==> src/design/phfe_pkg.sv <==
// shared types and constants for the packet header field extractor
package phfe_pkg;

  // field widths fixed by the interface
  localparam int BYTE_W       = 8;
  localparam int ADDR_W       = 48;
  localparam int ADDR_BYTES   = 6;
  localparam int IP_BYTES     = 4;
  localparam int TYPE_BYTES   = 2;
  localparam int QOS_W        = 6;
  localparam int STATUS_W     = 2;
  localparam int MIN_LEN_W    = 14;
  localparam int CFG_INDEX_W  = 2;
  localparam int OUT_DATA_W   = 2 * ADDR_W + QOS_W + STATUS_W;

  // default counter width
  localparam int COUNT_WIDTH_DEFAULT = 14;

  // reset values of the registers
  localparam logic [MIN_LEN_W-1:0] ETH_MIN_RESET  = MIN_LEN_W'(60);
  localparam logic [MIN_LEN_W-1:0] IPV4_MIN_RESET = MIN_LEN_W'(20);

  // register indexes
  localparam logic [CFG_INDEX_W-1:0] CFG_PARSE_MODE = 2'd0;
  localparam logic [CFG_INDEX_W-1:0] CFG_ETH_MIN    = 2'd1;
  localparam logic [CFG_INDEX_W-1:0] CFG_IPV4_MIN   = 2'd2;

  // parse modes
  localparam logic MODE_ETHERNET = 1'b0;
  localparam logic MODE_IPV4     = 1'b1;

  // tag types and header constants
  localparam logic [15:0] TYPE_VLAN     = 16'h8100;
  localparam logic [15:0] TYPE_QINQ     = 16'h88A8;
  localparam logic [15:0] TYPE_QINQ_OLD = 16'h9100;
  localparam logic [2:0]  PCP_MASK      = 3'h7;
  localparam logic [7:0]  VERSION_MASK  = 8'hf0;
  localparam logic [3:0]  IPV4_VERSION  = 4'd4;

  typedef enum logic [STATUS_W-1:0] {
    STATUS_OK          = 2'd0,
    STATUS_SHORT       = 2'd1,
    STATUS_BAD_VERSION = 2'd2
  } status_t;

  // control fanned out to every byte cell of a chain
  typedef struct packed {
    logic shift;
    logic clear;
  } cell_ctl_t;

  // end-of-packet summary handed to the result stage
  typedef struct packed {
    logic mode;
    logic eth_short;
    logic ip_short;
  } finish_t;

endpackage

==> src/design/packet_header_field_extractor_core.sv <==
// top level of the packet header field extractor
//
// channel   dir  words                          fields (low bit up)
// s_axis    in   one packet byte per word       tdata: data_byte; tlast: last_byte
// m_axis    out  one result per packet          tdata: source_address, destination_address,
//                                               qos_value, status
// cfg       in   register write, no read-back   cfg_index selects, cfg_data holds value
//
// one byte is taken every cycle while s_tready is high; captures shift through
// chains of byte cells; after the last byte the captures and the length check settle
// into registers, then the result is formed into the output register
// rst is synchronous; it clears the byte counter, the registers and the valid flags
// with the output stalled and a finished packet waiting, the input stalls as well
module packet_header_field_extractor_core #(
  parameter int COUNT_WIDTH = phfe_pkg::COUNT_WIDTH_DEFAULT
) (
  input  logic                             clk,
  input  logic                             rst,
  // input byte stream
  input  logic                             s_tvalid,
  output logic                             s_tready,
  input  logic [7:0]                       s_tdata,   // [7:0] data_byte
  input  logic                             s_tlast,   // last_byte
  // result stream
  output logic                             m_tvalid,
  input  logic                             m_tready,
  // [47:0] source_address, [95:48] destination_address,
  // [101:96] qos_value, [103:102] status
  output logic [phfe_pkg::OUT_DATA_W-1:0]  m_tdata,
  // configuration
  input  logic                             cfg_we,
  input  logic [phfe_pkg::CFG_INDEX_W-1:0] cfg_index,
  input  logic [phfe_pkg::MIN_LEN_W-1:0]   cfg_data
);
  import phfe_pkg::*;

  // length needs one bit beyond the wider of counter and threshold
  localparam int LEN_W = ((COUNT_WIDTH > MIN_LEN_W) ? COUNT_WIDTH : MIN_LEN_W) + 1;

  // configuration registers
  logic                  parse_mode;
  logic [MIN_LEN_W-1:0]  eth_min;
  logic [MIN_LEN_W-1:0]  ipv4_min;

  // byte position of the next word
  logic [COUNT_WIDTH-1:0] byte_index;
  logic [COUNT_WIDTH-1:0] byte_index_next;

  logic                   accept;
  logic                   is_eth;
  logic                   is_ip;
  logic                   clear;
  logic [LEN_W-1:0]       length;

  // chain control
  cell_ctl_t              dest_ctl;
  cell_ctl_t              src_ctl;
  cell_ctl_t              type_ctl;
  logic                   ip_trunc;

  logic [7:0]             dest_q [ADDR_BYTES];
  logic [7:0]             src_q  [ADDR_BYTES];
  logic [7:0]             type_q [TYPE_BYTES];
  logic [ADDR_W-1:0]      dest_word;
  logic [ADDR_W-1:0]      source_word;
  logic [15:0]            type_word;

  // single-field captures
  logic [2:0]             pcp_outer;
  logic [2:0]             pcp_inner;
  logic [3:0]             version;
  logic [QOS_W-1:0]       dscp;

  // finished packet waiting for the result stage
  logic                   fin_valid;
  finish_t                fin;
  logic                   take;

  // a finished packet holds the captures until the result stage takes it
  assign s_tready = !fin_valid || take;
  assign accept   = s_tvalid && s_tready;

  assign is_eth   = (parse_mode == MODE_ETHERNET);
  assign is_ip    = (parse_mode == MODE_IPV4);
  assign clear    = accept && (byte_index == '0);
  assign length   = LEN_W'(byte_index) + LEN_W'(1);

  // configuration writes
  always_ff @(posedge clk) begin
    if (rst) begin
      parse_mode <= MODE_ETHERNET;
      eth_min    <= ETH_MIN_RESET;
      ipv4_min   <= IPV4_MIN_RESET;
    end else if (cfg_we) begin
      unique case (cfg_index)
        CFG_PARSE_MODE: parse_mode <= cfg_data[0];
        CFG_ETH_MIN:    eth_min    <= cfg_data;
        CFG_IPV4_MIN:   ipv4_min   <= cfg_data;
        default:        ;
      endcase
    end
  end

  // saturating byte counter, back to zero after the last byte
  always_comb begin
    byte_index_next = byte_index;
    if (accept) begin
      if (s_tlast) begin
        byte_index_next = '0;
      end else if (byte_index != '1) begin
        byte_index_next = byte_index + COUNT_WIDTH'(1);
      end
    end
  end

  always_ff @(posedge clk) begin
    if (rst) begin
      byte_index <= '0;
    end else begin
      byte_index <= byte_index_next;
    end
  end

  // shift windows: ethernet macs and type, ipv4 addresses
  always_comb begin
    dest_ctl.clear = clear;
    src_ctl.clear  = clear;
    type_ctl.clear = clear;
    dest_ctl.shift = accept && (is_eth ? (byte_index <= COUNT_WIDTH'(5))
                                       : (byte_index >= COUNT_WIDTH'(16) &&
                                          byte_index <= COUNT_WIDTH'(19)));
    src_ctl.shift  = accept && (is_eth ? (byte_index >= COUNT_WIDTH'(6) &&
                                          byte_index <= COUNT_WIDTH'(11))
                                       : (byte_index >= COUNT_WIDTH'(12) &&
                                          byte_index <= COUNT_WIDTH'(15)));
    type_ctl.shift = accept && is_eth && (byte_index >= COUNT_WIDTH'(12) &&
                                          byte_index <= COUNT_WIDTH'(13));
  end

  // ipv4 addresses keep only their low four bytes
  assign ip_trunc = is_ip;

  // address chains, cell zero takes the incoming byte
  for (genvar i = 0; i < ADDR_BYTES; i++) begin : g_addr
    logic [7:0] dest_din;
    logic [7:0] src_din;
    logic       keep;

    if (i == 0) begin : g_head
      assign dest_din = s_tdata;
      assign src_din  = s_tdata;
      assign keep     = 1'b1;
    end else begin : g_body
      assign dest_din = dest_q[i-1];
      assign src_din  = src_q[i-1];
      assign keep     = !clear && !(ip_trunc && (i >= IP_BYTES));
    end

    phfe_byte_cell u_dest_cell (
      .clk  (clk),
      .ctl  (dest_ctl),
      .keep (keep),
      .din  (dest_din),
      .q    (dest_q[i])
    );

    phfe_byte_cell u_src_cell (
      .clk  (clk),
      .ctl  (src_ctl),
      .keep (keep),
      .din  (src_din),
      .q    (src_q[i])
    );

    assign dest_word[BYTE_W*i +: BYTE_W]   = dest_q[i];
    assign source_word[BYTE_W*i +: BYTE_W] = src_q[i];
  end

  // ethertype chain
  for (genvar i = 0; i < TYPE_BYTES; i++) begin : g_type
    logic [7:0] type_din;
    logic       keep;

    if (i == 0) begin : g_head
      assign type_din = s_tdata;
      assign keep     = 1'b1;
    end else begin : g_body
      assign type_din = type_q[i-1];
      assign keep     = !clear;
    end

    phfe_byte_cell u_type_cell (
      .clk  (clk),
      .ctl  (type_ctl),
      .keep (keep),
      .din  (type_din),
      .q    (type_q[i])
    );

    assign type_word[BYTE_W*i +: BYTE_W] = type_q[i];
  end

  // pcp of the first and second tag, version and dscp
  always_ff @(posedge clk) begin
    if (accept && is_eth && byte_index == COUNT_WIDTH'(14)) begin
      pcp_outer <= s_tdata[7:5] & PCP_MASK;
    end else if (clear) begin
      pcp_outer <= '0;
    end
    if (accept && is_eth && byte_index == COUNT_WIDTH'(16)) begin
      pcp_inner <= s_tdata[7:5] & PCP_MASK;
    end else if (clear) begin
      pcp_inner <= '0;
    end
    if (accept && is_ip && byte_index == '0) begin
      version <= 4'((s_tdata & VERSION_MASK) >> 4);
    end else if (clear) begin
      version <= '0;
    end
    if (accept && is_ip && byte_index == COUNT_WIDTH'(1)) begin
      dscp <= s_tdata[7:2];
    end else if (clear) begin
      dscp <= '0;
    end
  end

  // end of packet: mode and length checks as of the last byte
  always_ff @(posedge clk) begin
    if (rst) begin
      fin_valid <= 1'b0;
    end else if (accept && s_tlast) begin
      fin_valid <= 1'b1;
    end else if (take) begin
      fin_valid <= 1'b0;
    end
  end

  always_ff @(posedge clk) begin
    if (accept && s_tlast) begin
      fin.mode      <= parse_mode;
      fin.eth_short <= length < LEN_W'(eth_min);
      fin.ip_short  <= length < LEN_W'(ipv4_min);
    end
  end

  phfe_result u_result (
    .clk         (clk),
    .rst         (rst),
    .fin_valid   (fin_valid),
    .fin         (fin),
    .dest_word   (dest_word),
    .source_word (source_word),
    .type_word   (type_word),
    .pcp_outer   (pcp_outer),
    .pcp_inner   (pcp_inner),
    .version     (version),
    .dscp        (dscp),
    .take        (take),
    .m_tvalid    (m_tvalid),
    .m_tready    (m_tready),
    .m_tdata     (m_tdata)
  );

endmodule

==> src/design/phfe_byte_cell.sv <==
// one byte cell of a capture shift chain
module phfe_byte_cell (
  input  logic                  clk,
  input  phfe_pkg::cell_ctl_t   ctl,
  input  logic                  keep,
  input  logic [7:0]            din,
  output logic [7:0]            q
);
  import phfe_pkg::*;

  // shift takes the neighbor byte or zero, clear alone empties the cell
  always_ff @(posedge clk) begin
    if (ctl.shift) begin
      q <= keep ? din : '0;
    end else if (ctl.clear) begin
      q <= '0;
    end
  end

endmodule

==> src/design/phfe_result.sv <==
// result formation and output register
module phfe_result (
  input  logic                            clk,
  input  logic                            rst,
  input  logic                            fin_valid,
  input  phfe_pkg::finish_t               fin,
  input  logic [phfe_pkg::ADDR_W-1:0]     dest_word,
  input  logic [phfe_pkg::ADDR_W-1:0]     source_word,
  input  logic [15:0]                     type_word,
  input  logic [2:0]                      pcp_outer,
  input  logic [2:0]                      pcp_inner,
  input  logic [3:0]                      version,
  input  logic [phfe_pkg::QOS_W-1:0]      dscp,
  output logic                            take,
  output logic                            m_tvalid,
  input  logic                            m_tready,
  output logic [phfe_pkg::OUT_DATA_W-1:0] m_tdata
);
  import phfe_pkg::*;

  status_t            status;
  logic [QOS_W-1:0]   qos;
  logic [ADDR_W-1:0]  src;
  logic [ADDR_W-1:0]  dst;

  assign take = !m_tvalid || m_tready;

  always_comb begin
    status = STATUS_OK;
    qos    = '0;
    src    = '0;
    dst    = '0;
    if (fin.mode == MODE_ETHERNET) begin
      if (fin.eth_short) begin
        status = STATUS_SHORT;
      end else begin
        src = source_word;
        dst = dest_word;
        if (type_word == TYPE_VLAN) begin
          qos = QOS_W'(pcp_outer & PCP_MASK);
        end else if (type_word == TYPE_QINQ || type_word == TYPE_QINQ_OLD) begin
          qos = QOS_W'(pcp_inner & PCP_MASK);
        end
      end
    end else begin
      if (version != IPV4_VERSION) begin
        status = STATUS_BAD_VERSION;
      end else if (fin.ip_short) begin
        status = STATUS_SHORT;
      end else begin
        src = {{(ADDR_W-32){1'b0}}, source_word[31:0]};
        dst = {{(ADDR_W-32){1'b0}}, dest_word[31:0]};
        qos = dscp;
      end
    end
  end

  always_ff @(posedge clk) begin
    if (rst) begin
      m_tvalid <= 1'b0;
    end else if (take) begin
      m_tvalid <= fin_valid;
    end
  end

  always_ff @(posedge clk) begin
    if (take && fin_valid) begin
      m_tdata <= {status, qos, dst, src};
    end
  end

endmodule
==> config.mk <==
export PLATFORM = sky130hd
export DESIGN_NAME = packet_header_field_extractor_core
export DESIGN_NICKNAME = d
export VERILOG_FILES = /design/src/design/phfe_pkg.sv /design/src/design/packet_header_field_extractor_core.sv /design/src/design/phfe_byte_cell.sv /design/src/design/phfe_result.sv
export SDC_FILE = /design/constraint.sdc
export NUM_CORES = 1
export LEC_CHECK = 0
export BUFFER_PORTS_ARGS = -buffer_cell sky130_fd_sc_hd__buf_2
export CORE_AREA = 2 2 148 150
export DETAILED_ROUTE_END_ITERATION = 10
export DIE_AREA = 0 0 150 152
export PLACE_DENSITY_LB_ADDON = 0.15
export SETUP_SLACK_MARGIN = 0.05
export SYNTH_ARGS = -nofsm -noshare
export SYNTH_HDL_FRONTEND = slang
export SYNTH_SLANG_ARGS = --single-unit
==> constraint.sdc <==
create_clock -name clk -period 28.6 [get_ports clk]
set_input_delay 5.72 -clock clk [delete_from_list [all_inputs] [get_ports clk]]
set_output_delay 5.72 -clock clk [all_outputs]
set_load 0.005 [all_outputs]
==> summary.md <==
The switching part of the total power was 0.211; the initial antenna violation count was 0. Input and output buffers added on the ports amount to 135. The sequential-to-total area share from yosys stat was 0.643; the count of buffers added by post-CTS timing repair for setup was 0. The number of different library cells in the post-synthesis netlist was 53.

Data on the critical path is required at its endpoint by 22.88 ns. Setup violations remaining at the end of the flow were counted as 0. The tools report the maximum number of pins on one net before global-route repair as 82. The run gives 7138 as the number of vias after detailed routing.

On the worst path, the slowest cell contributes a delay of 0.34 ns. Cell internal power was estimated by the tool at 669 uW. The tightest hold path in the finished design has a slack of 0.454 ns. For the remaining global-route overflow, the log shows 0. Endpoint of the worst register-to-register path: g_addr[3].u_src_cell.q[4]. Counting along the longest clock path gives a buffer depth of 3. The critical path goes through buf_2 > nand3b_1 > buf_2.

Adding up every negative setup slack in the final design gives 0 ns. Routability-driven placement finished with a final weighted congestion of 0.884. Leaving out fill and tap cells, the most frequent cell in the layout is sky130_fd_sc_hd__edfxtp_1.

The count of max-cap constraint violations was 0; the total instance count after detailed placement was 1309. TritonCTS created 29 clock buffers. The wire length after detailed routing came out at 21.7 mm.

The run gives 11500 um^2 as the cell area after synthesis. The die covers 22800 um^2. For the effective utilization at floorplan, the log shows 0.539. In this design, the largest share of critical-path delay is due to simple AND/OR/NAND/NOR gates.

Derived from the worst setup path, the maximum achievable clock frequency is 0.0825 GHz. The type of element launching the critical path was an input port. Summed over all nets, the switching power comes to 179 uW.

The count of hold-fix buffers inserted at cts was 0; the number of failing hold endpoints at the final stage was 0. The static leakage power is 0.00521 uW. In this run the worst hold path is classified as register to register.

Root buffer cell: sky130_fd_sc_hd__clkbuf_16. TritonCTS built the clock tree. Dividing the detail-routed via count by the number of cells gives 5.24. The global-route wire length before repair is 35.4 mm, and the via count of the first global-routing pass is 6799. The initial detailed-routing violation count was 422. Once placement finished, the instance area stood at 12400 um^2. The share of power burned in registers was 0.535. Once the clock tree was built, the resizer swapped 0 gates to a different size. The clock arrives with 0.0109 ns of skew. The path with the worst hold slack has its endpoint at eth_min[0].

The net count of the finished layout is 1120. STA puts the critical path data arrival time at 6.40 ns. For this run, the leading register cell type out of synthesis is sky130_fd_sc_hd__edfxtp_1.

Post-route DRC violation count: 0. In this run the count of I/O pins placed on the die edge is 136. Summing all non-filler instances in the final layout gives an area of 13300 um^2. Worst-case headroom to the max-slew limit: 0.291. The core region is 21400 um^2. The final routed wire length divided by cell count is 16.0 um. Vertical die dimension: 152 um. The run gives 0 as the final max-slew violation count.

The clock period could shrink to 12.12 ns. The net count of the mapped netlist is 991, and the power per cell area is 63.7 nW/um^2. The library cells used most frequently in the layout, excluding fill and tap cells, are sky130_fd_sc_hd__edfxtp_1, sky130_fd_sc_hd__buf_2, sky130_fd_sc_hd__dfxtp_1, sky130_fd_sc_hd__and2_1. Relative to the synthesized area, the layout overhead comes to 15.9%. The slew at the pin with the worst max-slew slack was 1.06 ns. The combinational share of power came out at 0.049. For flop-to-flop paths, the worst setup slack is 25.29 ns. The number of enable flip-flop cells after synthesis came out at 179. The tools report the post-synthesis instance total as 931.

The worst setup path is captured at an output port. The logs give 0.624 for the share of the core filled with cells and 0.0000443 V for the largest voltage drop on the vdd net. The largest fanout of any net on the critical path is 7, and the total number of placement rows is 54. The number of antenna diodes in the final layout is 0.

In this run the remaining antenna-violating nets after routing total 0. The fraction of final layout cells sized beyond drive strength 1 was 0.191. Critical path start-end classification: input port to output port. The number of cells on the critical path was 3; the proportion of power drawn by the clock network was 0.416. The first TritonRoute pass finished after 5 iterations. Clock-pin slew was measured on the worst setup and hold paths at 0.06 ns. The number of buffers and inverters on the critical path is 2. On the critical path, the stage with the largest delay is an instance of sky130_fd_sc_hd__nand3b_1.

The worst hold path was traced through 2 stages. The share of the clock period used by the worst path is 0.424, and the all-layer global routing usage is 0.193. Number of sinks driven by the clock tree: 280. Dividing the synthesized area by the synthesized cell count gives 12.4 um^2. The source-to-sink clock delay at the later pin of the worst-skew pair came out at 0.53 ns. In this run the critical register-to-register path is launched from byte_index[9].

The worst register-to-register path has a depth of 5. The detailed placement HPWL was 14.5 mm. The run finished with clean final reports. Launch point of the worst hold path: eth_min[0]. For this run, the number of standard cells in the final layout without fillers is 1363. The critical path's most frequent cell is sky130_fd_sc_hd__buf_2. The total number of H-tree levels is 1, and the number of warnings reported in the yosys synthesis log is 0. The flip-flop and latch count after synthesis is 280. The floorplan step set the die width to 150 um. Setup repair after global routing left no endpoint under its margin. The post-synthesis async set-or-reset flop share came out at 0.
## kinds of logic after synthesis
logic type,Yosys count,share of synthesized area
flops,280,0.643
buf+inv,78,0.0276
simple gates,384,0.189
mux,33,0.0287
xor+xnor,12,0.00914
fa+ha+maj,30,0.0326
compound gates,114,0.0691
## cell type report
cell class                      instances  area (um^2)
Clock inverter                         10         48.8
Clock buffer                           44          866
Timing Repair Buffer                  142          728
Tap cell                              280          350
Fill cell                            1741         8030
Inverter                               34          128
Multi-Input combinational cell        573         3800
Sequential cell                       280         7400
## power by group through the flow
| stage | clock network, uW | registers, uW | logic (uW) |
|---|---|---|---|
| after floorplan | 0 | 461 | 27.3 |
| after global placement | 0 | 462 | 41.2 |
| after detailed placement | 0 | 463 | 41.8 |
| after CTS | 360 | 454 | 42.0 |
| after global routing | 378 | 456 | 46.5 |
| final | 353 | 454 | 41.3 |
## synth_stat cells (2+ instances only)
cell type                  number  area (um^2)
sky130_fd_sc_hd__o31a_1         2         17.5
sky130_fd_sc_hd__nand4_1        9         56.3
sky130_fd_sc_hd__a21oi_1       36          180
sky130_fd_sc_hd__nand2b_1       3         18.8
sky130_fd_sc_hd__clkbuf_1      32          120
sky130_fd_sc_hd__nor3b_1        6         45.0
sky130_fd_sc_hd__nor3_2         2         20.0
sky130_fd_sc_hd__and4_1         6         52.6
sky130_fd_sc_hd__nor4_4         2         42.5
sky130_fd_sc_hd__or2_2          7         43.8
sky130_fd_sc_hd__ha_1          30          375
sky130_fd_sc_hd__nor4b_1        3         26.3
sky130_fd_sc_hd__a31oi_1        7         43.8
sky130_fd_sc_hd__buf_2          8         40.0
sky130_fd_sc_hd__xnor2_1        7         61.3
sky130_fd_sc_hd__nor3_1        12         60.1
sky130_fd_sc_hd__nand3_1       12         60.1
sky130_fd_sc_hd__and3_1        12         75.1
sky130_fd_sc_hd__buf_6          2         22.5
sky130_fd_sc_hd__nor2b_1       67          419
sky130_fd_sc_hd__a21o_1         6         45.0
sky130_fd_sc_hd__nand3b_1       4         30.0
sky130_fd_sc_hd__o211ai_1       2         15.0
sky130_fd_sc_hd__o21ai_0       13         65.1
sky130_fd_sc_hd__and3b_1        3         26.3
sky130_fd_sc_hd__xor2_1         5         43.8
sky130_fd_sc_hd__nand2_1       67          251
sky130_fd_sc_hd__edfxtp_1     179         5380
sky130_fd_sc_hd__inv_1         33          124
sky130_fd_sc_hd__nor2_1        58          218
sky130_fd_sc_hd__a211oi_1       3         22.5
sky130_fd_sc_hd__buf_1          2         7.51
sky130_fd_sc_hd__dfxtp_1      101         2020
sky130_fd_sc_hd__and2_1        98          613
sky130_fd_sc_hd__mux2i_1       33          330
sky130_fd_sc_hd__a22oi_1        2         15.0
sky130_fd_sc_hd__a22o_1        30          263
sky130_fd_sc_hd__or3_1          3         18.8
sky130_fd_sc_hd__a41oi_1        2         17.5
sky130_fd_sc_hd__nor4_1         3         18.8
sky130_fd_sc_hd__a211o_1        7         61.3
## worst register-to-register path, delay by kind of cell (launching register included)
| kind | cells | cell delay [ns] |
|---|---|---|
| buffers and inverters | 1 | 0.65 |
| flip-flops | 1 | 0.38 |
| AND/OR/NAND/NOR | 4 | 1.89 |
## layer usage
layer | part of all wire | global-route usage | vias to the layer above
li1 | - | - | 3559
met1 | 0.46 | 0.279 | 3376
met2 | 0.47 | 0.312 | 177
met3 | 0.049 | 0.0255 | 26
met4 | 0.017 | 0.0458 | 0
met5 | 0 | 0 | -
## state kept, by name (all words and copies together), names as in the netlist
| register | cells |
|---|---|
| byte_index | 14 |
| version | 4 |
| g_type.u_type_cell.q | 16 |
| g_addr.u_src_cell.q | 48 |
| pcp_outer | 3 |
| ipv4_min | 14 |
| dscp | 6 |
| fin | 3 |
| eth_min | 14 |
| u_result.m_tdata | 104 |
| pcp_inner | 3 |
| fin_valid | 1 |
| ip_trunc | 1 |
| g_addr.u_dest_cell.q | 48 |
| u_result.m_tvalid | 1 |
## worst max path at each step
stage | startpoint | endpoint | slack [ns]
after floorplan | m_tready | u_result.m_tdata[0] | 14.59
after global placement | m_tready | s_tready | 16.50
after detailed placement | m_tready | s_tready | 16.49
after CTS | m_tready | s_tready | 16.49
after global routing | m_tready | s_tready | 16.44
final | m_tready | s_tready | 16.48
## metrics by stage
| stage | setup slack [ns] | total power (uW) |
|---|---|---|
| after floorplan | 14.59 | 489 |
| after global placement | 16.50 | 503 |
| after detailed placement | 16.49 | 504 |
| after CTS | 16.49 | 856 |
| after global routing | 16.44 | 881 |
| final | 16.48 | 848 |
Note: power is estimated with default switching activity, not from simulation.
